--- src/hdl/bgc_pkg.sv ---
// Shared widths, constants, codes and types of the bias add and GELU pipeline.
`timescale 1ns / 1ps
`default_nettype none

package bgc_pkg;

    // Stream payload widths.
    localparam int DATA_WIDTH = 24;
    localparam int FRAC_BITS  = 16;
    localparam int S_TDATA_W  = ((2 * DATA_WIDTH + 7) / 8) * 8;
    localparam int M_TDATA_W  = ((DATA_WIDTH + 7) / 8) * 8;

    // Chebyshev series.
    localparam int NUM_COEF  = 15;
    localparam int NUM_STEPS = NUM_COEF - 1;

    // Recurrence arithmetic, all in Q30.
    localparam int ACC_W  = 36;
    localparam int X_W    = 32;
    localparam int PROD_W = ACC_W + X_W;
    localparam int SUM_W  = ACC_W + 2;

    // Square and divide-by-72 front end.
    localparam int ZS_W      = 20;
    localparam int SQ_W      = 2 * ZS_W - 2;
    localparam int U_W       = SQ_W - 3;
    localparam int L_W       = 18;
    localparam int H_W       = U_W - L_W;
    localparam int QH_W      = 14;
    localparam int R_W       = 4;
    localparam int V_W       = L_W + R_W;
    localparam int Q_W       = QH_W + L_W;
    localparam int RECIP1_W  = 18;
    localparam int RECIP2_W  = 23;
    localparam int RECIP1_SH = H_W + 4;
    localparam int RECIP2_SH = V_W + 4;

    // Reciprocals of nine, rounded up, exact for H_W and V_W bit dividends.
    localparam logic [RECIP1_W-1:0] RECIP1 = 18'd233017;
    localparam logic [RECIP2_W-1:0] RECIP2 = 23'd7456541;

    localparam logic [SQ_W-1:0]        SQ_BIAS   = SQ_W'(36);
    localparam logic signed [X_W-1:0]  X_ONE     = X_W'(64'sd1 <<< 30);
    localparam logic signed [SUM_W-1:0] ACC_LIMIT = SUM_W'(64'sd1 <<< 34);
    localparam logic signed [31:0]     SIX_Q16   = 32'sd393216;

    // Result selection codes.
    localparam logic [1:0] SEL_SERIES = 2'd0;
    localparam logic [1:0] SEL_ZERO   = 2'd1;
    localparam logic [1:0] SEL_PASS   = 2'd2;

    typedef logic signed [ACC_W-1:0] acc_t;
    typedef logic signed [X_W-1:0]   xval_t;

    // Control that travels beside each item through the pipeline.
    typedef struct packed {
        logic                  valid;
        logic                  last;
        logic [1:0]            sel;
        logic [DATA_WIDTH-1:0] z;
    } bgc_side_t;

    // Series coefficients in Q30, lowest order first.
    localparam acc_t COEF_Q30 [0:NUM_COEF-1] = '{
        36'sd2021573246,
        36'sd1420379261,
        -36'sd313598336,
        36'sd140775408,
        -36'sd73354272,
        36'sd38489056,
        -36'sd19320520,
        36'sd9096215,
        -36'sd3989145,
        36'sd1626444,
        -36'sd617721,
        36'sd218207,
        -36'sd72408,
        36'sd21629,
        -36'sd6365
    };

endpackage

`default_nettype wire

--- src/hdl/bgc_step.sv ---
// One Clenshaw recurrence step: a multiply stage and a round, add and clamp stage.
`timescale 1ns / 1ps
`default_nettype none

module bgc_step (
    input  logic               aclk,
    input  logic               aresetn,
    input  logic               en,
    input  logic               last_step,
    input  bgc_pkg::acc_t      coef,
    input  bgc_pkg::bgc_side_t side_in,
    input  bgc_pkg::xval_t     x_in,
    input  bgc_pkg::acc_t      nxt_in,
    input  bgc_pkg::acc_t      nn_in,
    output bgc_pkg::bgc_side_t side_out,
    output bgc_pkg::xval_t     x_out,
    output bgc_pkg::acc_t      nxt_out,
    output bgc_pkg::acc_t      nn_out
);
    import bgc_pkg::*;

    localparam logic signed [PROD_W-1:0] HALF_29 = PROD_W'(1) <<< 28;
    localparam logic signed [PROD_W-1:0] HALF_30 = PROD_W'(1) <<< 29;
    localparam logic signed [SUM_W-1:0]  ACC_NEG = -ACC_LIMIT;

    bgc_side_t                side_a_reg, side_b_reg;
    xval_t                    x_a_reg, x_b_reg;
    acc_t                     nxt_a_reg, nn_a_reg, nxt_b_reg, nn_b_reg;
    logic signed [PROD_W-1:0] prod_a_reg, prod_a_next;
    logic signed [PROD_W-1:0] rnd29, rnd30;
    logic signed [SUM_W-1:0]  sum;
    acc_t                     nxt_b_next;

    assign prod_a_next = PROD_W'(x_in) * PROD_W'(nxt_in);

    always_comb begin
        rnd29 = (prod_a_reg + HALF_29) >>> 29;
        rnd30 = (prod_a_reg + HALF_30) >>> 30;
        sum = (last_step ? SUM_W'(rnd30) : SUM_W'(rnd29)) - SUM_W'(nn_a_reg) + SUM_W'(coef);
        if (sum > ACC_LIMIT) begin
            nxt_b_next = ACC_W'(ACC_LIMIT);
        end else if (sum < ACC_NEG) begin
            nxt_b_next = ACC_W'(ACC_NEG);
        end else begin
            nxt_b_next = ACC_W'(sum);
        end
    end

    always_ff @(posedge aclk) begin
        if (!aresetn) begin
            side_a_reg <= '0;
            side_b_reg <= '0;
        end else if (en) begin
            side_a_reg <= side_in;
            side_b_reg <= side_a_reg;
        end
        if (en) begin
            prod_a_reg <= prod_a_next;
            x_a_reg    <= x_in;
            nxt_a_reg  <= nxt_in;
            nn_a_reg   <= nn_in;
            x_b_reg    <= x_a_reg;
            nxt_b_reg  <= nxt_b_next;
            nn_b_reg   <= nxt_a_reg;
        end
    end

    assign side_out = side_b_reg;
    assign x_out    = x_b_reg;
    assign nxt_out  = nxt_b_reg;
    assign nn_out   = nn_b_reg;

endmodule

`default_nettype wire

--- config.mk ---
export PLATFORM = sky130hd
export DESIGN_NAME = bgc_step
export DESIGN_NICKNAME = d
export VERILOG_FILES = /design/src/hdl/bgc_pkg.sv /design/src/hdl/bgc_step.sv
export SDC_FILE = /design/constraint.sdc
export NUM_CORES = 2
export LEC_CHECK = 0
export ABC_CLOCK_PERIOD_IN_PS = 8500
export CAP_MARGIN = 20
export CELL_PAD_IN_SITES_DETAIL_PLACEMENT = 2
export CELL_PAD_IN_SITES_GLOBAL_PLACEMENT = 2
export CORE_MARGIN = 2
export CORE_UTILIZATION = 40
export CTS_CLUSTER_DIAMETER = 80
export CTS_CLUSTER_SIZE = 20
export DETAILED_ROUTE_END_ITERATION = 16
export DONT_BUFFER_PORTS = 1
export GPL_TIMING_DRIVEN = 0
export PLACE_DENSITY = 0.91
export SYNTH_ARGS = -nofsm -noshare
export SYNTH_HDL_FRONTEND = slang
export SYNTH_SLANG_ARGS = --single-unit
--- constraint.sdc ---
create_clock -name aclk -period 8.5 [get_ports aclk]
set_input_delay 1.275 -clock aclk [delete_from_list [all_inputs] [get_ports aclk]]
set_output_delay 1.275 -clock aclk [all_outputs]
set_load 0.005 [all_outputs]
==> results.md, run 1 <==
* Outcome: stopped before the end
* Stop stage: global routing
* First Err: [ERROR GRT-0232] Routing congestion too high. Check the congestion heatmap in the GUI.
* GRT Total Usage at 0.770
* Yosys warning total at 0
* CTS root buf: clkbuf_16
* Cells after Synth at about 5,300
* Grt ovf at 7
* IO Pins at between 300 and 400
* Hold buffers post-CTS at 0
* Critical endpoint after global-route timing repair: prod_a_reg[65]$_DFFE_PP_/D
* Largest net degree at the start of global routing at 251
* Estimated wirelength of the detail-placed design at 217,000 microns
* Syn nets at around 6,900
* Worst End Pin Type: sequential cell input
* CTS H-tree lvls at 1
* Synth async-reset ratio at 0
* Largest buffer count on any clock path at 3
* Post-synth EDFFs at 248
* Starting Density at 0.402
* Top_reg_cell synth: edfxtp_1
* Post-DP Area at 0.0559 sq mm
* Num rows at roughly 130
* Yosys reg bits at approximately 300
* DP Worst Slack at -3.73 ns
* Chip Width at 370 microns
* CTS Buf Count at 25
* Initial antenna violation count at 117
* Die Ht at 370 microns
* Port buffer count at 0
* Mean Syn Cell Area at 10.2 sq um
* Synth cell types at 85
* Sequential area share after synthesis at 0.160
* Sink Count at 304
* Post-Syn Area at about 0.054 sq mm
* Gpl congestion at 1.03
-- Yosys cell counts (3+ instances only) --
library cell  number  area, sq um
inv_1           1115         4190
nand3_1           47          235
or3_1              8         50.1
buf_1              7         26.3
nand2_1          663         2490
dfxtp_1           56         1120
o21bai_1           8         60.1
and2_1           574         3590
a21boi_2           9          101
o21a_1            11         82.6
a31oi_1           11         68.8
nor3b_1            5         37.5
nor3_1            18         90.1
a2111oi_0          4         35.0
o211ai_1          10         75.1
nor2_1            92          345
edfxtp_1         248         7450
a21o_1            33          248
o31a_1             3         26.3
xnor2_1           84          736
fa_1            1238        24800
mux2i_1           73          731
a21oi_1           96          480
nand4_1           20          125
a32oi_1            3         26.3
a21boi_0           5         37.5
buf_6              6         67.6
nand2b_1          20          125
xor2_1            50          438
a21oi_2           17          149
o31ai_1            4         30.0
nand4b_1           4         35.0
nor4_1             6         37.5
and4_1             7         61.3
a211oi_1          20          150
a311oi_1           4         35.0
nor2b_1           78          488
clkbuf_1         247          927
and3_1            17          106
mux2_2             3         33.8
buf_2              3         15.0
ha_1             228         2850
a221oi_1           3         26.3
o2111ai_1          3         26.3
o21ai_0           59          295
-- per-stage QoR --
step	std cells	util	setup TNS, ns	hold WS (ns)
3_3_place_gp	7038	0.419	-160.94	0.400
2_1_floorplan	5270	-	0	0.400
4_1_cts	7182	0.455	-2.08	0.380
3_5_place_dp	7042	0.420	-202.30	0.405
-- per-layer routing --
metal | overflow | track usage
met4 | 4 | 0.748
met5 | 0 | 0.600
met1 | 0 | 0.719
met3 | 0 | 0.720
met2 | 3 | 0.892
-- logic make-up after synthesis --
| kind of cell | synth area share |
|---|---|
| AND/OR/NAND/NOR | 0.149 |
| adder cells (fa/ha/maj) | 0.515 |
| buffers and inverters | 0.0979 |
| AO/OA/AOI/OAI | 0.0423 |
| flip-flops | 0.160 |
| XOR/XNOR | 0.0219 |
| multiplexers | 0.0142 |
-- timing repair --
action	4_1_cts
gates resized for setup	795
endpoints found under the setup margin	76
pin swaps	156
buffers inserted	101
gates cloned	3
==> inputs of run 2 (changes only) <==
ABC_CLOCK_PERIOD_IN_PS = 11100   (was 8500)
CELL_PAD_IN_SITES_DETAIL_PLACEMENT = not set   (was 2)
CELL_PAD_IN_SITES_GLOBAL_PLACEMENT = not set   (was 2)
CTS_CLUSTER_DIAMETER = not set   (was 80)
CTS_CLUSTER_SIZE = not set   (was 20)
PLACE_DENSITY = not set   (was 0.91)
PLACE_DENSITY_LB_ADDON = 0.15   (was not set)
clock period = 11.1 ns   (was 8.5 ns; I/O delays follow)
==> run 2 against run 1 <==
The flow now finishes without violations. Synthesized cell count unchanged. Synthesized area unchanged.
==> results.md, run 2 <==
* TritonCTS clock tree: done
* Worst Path Required at between 10 and 15 ns
* Max-slew violation count at 0
* Port buffer count at 0 (unchanged)
* Crit path time final at 10.97 ns
* Sum Neg Setup Slack at 0 ns
* Vias in the first global route at 39,300
* RSZ-0062 raised after global routing: no
* Fmax at 0.0912 GHz
* FF-to-FF End: nxt_out[28]$_SDFFCE_PP0P_
* DRT iter0 DRCs at 3,187
* Hold path start: nxt_a_reg[33]$_DFFE_PP_
* R2r worst-path depth at 22
* CP Class: in -> reg
* First-pass GRT wire length at 282,000 microns
* ANT nets after route at 0
* Gpl congestion at 1.03 (+0.25%)
* Worst setup EP type: flop
* Fin util at 0.431
* Outcome: completed
* Crit-path most repeated cell: fa_1
* Yosys reg bits at 304 (unchanged)
* Largest buffer count on any clock path at 3 (unchanged)
* Clock-pin slew on the worst setup and hold paths at 0.05 ns
* Hold buffers post-CTS at 0 (unchanged)
* Syn-to-layout area delta at 7.17%
* Startpoint Class: input pin
* CTS H-tree lvls at 2 (+1)
* Commonest non-fill, non-tap cell in the layout: fa_1
* Post-DP Area at 0.0561 sq mm (+0.33%)
* Top_reg_cell synth: edfxtp_1
* CTS Buf Count at 38 (+52%)
* Slew @ Worst Pin at around 1.3 ns
* TritonRoute pass-1 iters at 5
* DR vias at 37,600
* GRT Total Usage at 0.290
* Slew HR at 0.128
* Worst Hold Depth at 0
* Clock latency on the worst-skew pair at 0.62 ns
* Mean Syn Cell Area at 10.2 sq um (unchanged)
* Grt ovf at 0
* Routed WL at a little under 200,000 microns
* Num rows at 134 (unchanged)
* Final #Nets at between 6,000 and 7,000
* Initial antenna violation count at 26
* Sink Count at 304 (unchanged)
* Critical-path maximum fanout at 10
* Hold crit path type: reg -> reg
* Crit path DAT at 11.33 ns
* Number of flip-flops in the largest register at 40
* Clk_skew at 0.0176 ns
* Worst path buffer plus inverter count at 6
* Chip Width at 370 microns (unchanged)
* Post CTS Setup Buffer Count at 0 (-100%)
* Synth area leader: fa_1
* Largest net degree at the start of global routing at around 250
* FF-to-FF Start: prod_a_reg[31]$_DFFE_PP_
* Ranking of synthesized cells by area: fa_1 46%, edfxtp_1 14%, inv_1 7.8%, and2_1 6.7%, ha_1 5.3%
* CTS root buf: clkbuf_16
* IO Pins at 304 (unchanged)
* Top cells by count, synth: 1,238 x fa_1, 1,115 x inv_1, 663 x nand2_1, 574 x and2_1, 248 x edfxtp_1
* CP max stage delay at between 0.7 and 0.8 ns
* Die ar. at 0.137 sq mm
* Synth async-reset ratio at 0 (unchanged)
* Die Ht at 370 microns (unchanged)
* Fin area at 0.0575 sq mm
* Worst path slowest cell: clkdlybuf4s15_1
* Worst path depth at 25
* Estimated wirelength of the detail-placed design at 162,000 microns (-25%)
* Sequential area share after synthesis at 0.160 (unchanged)
* Post-synth EDFFs at 248 (unchanged)
* Starting Density at 0.402 (unchanged)
* Min Hold Slack at between 0.4 and 0.5 ns
* Post-Syn Area at 0.0536 sq mm (unchanged)
* Yosys warning total at 0 (unchanged)
* DRC viols at 0
* Cells after Synth at 5,270 (unchanged)
* Worst Hold End: nn_out[33]$_DFFE_PP_
* Post-synth top area share at 0.462 (unchanged)
* DR WL/cell at 27.3 microns
* Most frequent cells in the layout: 1,237 x fa_1, 1,115 x inv_1, 663 x nand2_1
* Layout cells sized above 1 at 0.0293
* Synth cell types at 85 (unchanged)
* Syn nets at 6,908 (unchanged)
* Crit path max-delay family: adder cells
* Count of final hold-check violations at 0
* Reg2reg setup slack at 3.49 ns
* Endpoints failing setup at 0
* Top-count cell post-synth: fa_1
* Core area at 0.133 sq mm
* Max Cap Violations at 0
* Final worst-path cycle share at 0.988
* Vias per cell at roughly 5.3
## run 2: layout make-up
cell class,count,area [sq um]
diodes,17,42.5
repair buffers,21,303
plain buffers,266,1120
inverters,1115,4190
fillers,13100,75800
clock inverters,13,138
well taps,1768,2210
flip-flops and latches,304,8570
multi-input cells,3585,39800
clock buffers,55,1080
## run 2: metal layers
layer,share of wire,GRT usage
met1,0.43,0.418
met5,0,0
met3,0.11,0.0777
met2,0.43,0.430
met4,0.030,0.0761
## run 2: cells by family (layout without fill, tap and decap cells)
family          count (synthesis)  after routing  synth area share
simple gates                 1576           1576             0.149
xor+xnor                      134            134            0.0219
fa+ha+maj                    1466           1466             0.515
flops                         304            304             0.160
buf+inv                      1381           1470            0.0979
mux                            76             76            0.0142
compound gates                333            333            0.0423
other cells                     0             17                 0
## run 2: worst max path at each step
stage / startpoint / to / slack [ns]
after global placement: x_in[23] / prod_a_reg[65]$_DFFE_PP_ / -2.65
after detailed placement: x_in[26] / prod_a_reg[66]$_DFFE_PP_ / -1.07
final: x_in[27] / prod_a_reg[67]$_DFFE_PP_ / 0.13
after floorplan: nxt_in[35] / prod_a_reg[65]$_DFFE_PP_ / 2.13
after global routing: x_in[10] / prod_a_reg[66]$_DFFE_PP_ / 0.006
after CTS: x_in[9] / prod_a_reg[66]$_DFFE_PP_ / 0.1
## run 2: through the flow
step	instances	setup WS, ns
2_1_floorplan	5270	2.13
3_3_place_gp	7038	-2.65
3_5_place_dp	7055	-1.07
4_1_cts	7123	0.0989
5_1_grt	7127	0.00612
6_report	7144	0.134
## run 2: repair_timing
| item | 4_1_cts | 5_1_grt |
|---|---|---|
| endpoints found under the hold margin | 0 | 0 |
| endpoints found under the setup margin | 9 | 9 |
| gates cloned | 0 | 0 |
| resized for setup | 11 | 46 |
Power of run 2 is left out: the tool's default activity adds up to more than one toggle a clock period on the data nets, which glitch-free logic cannot reach.
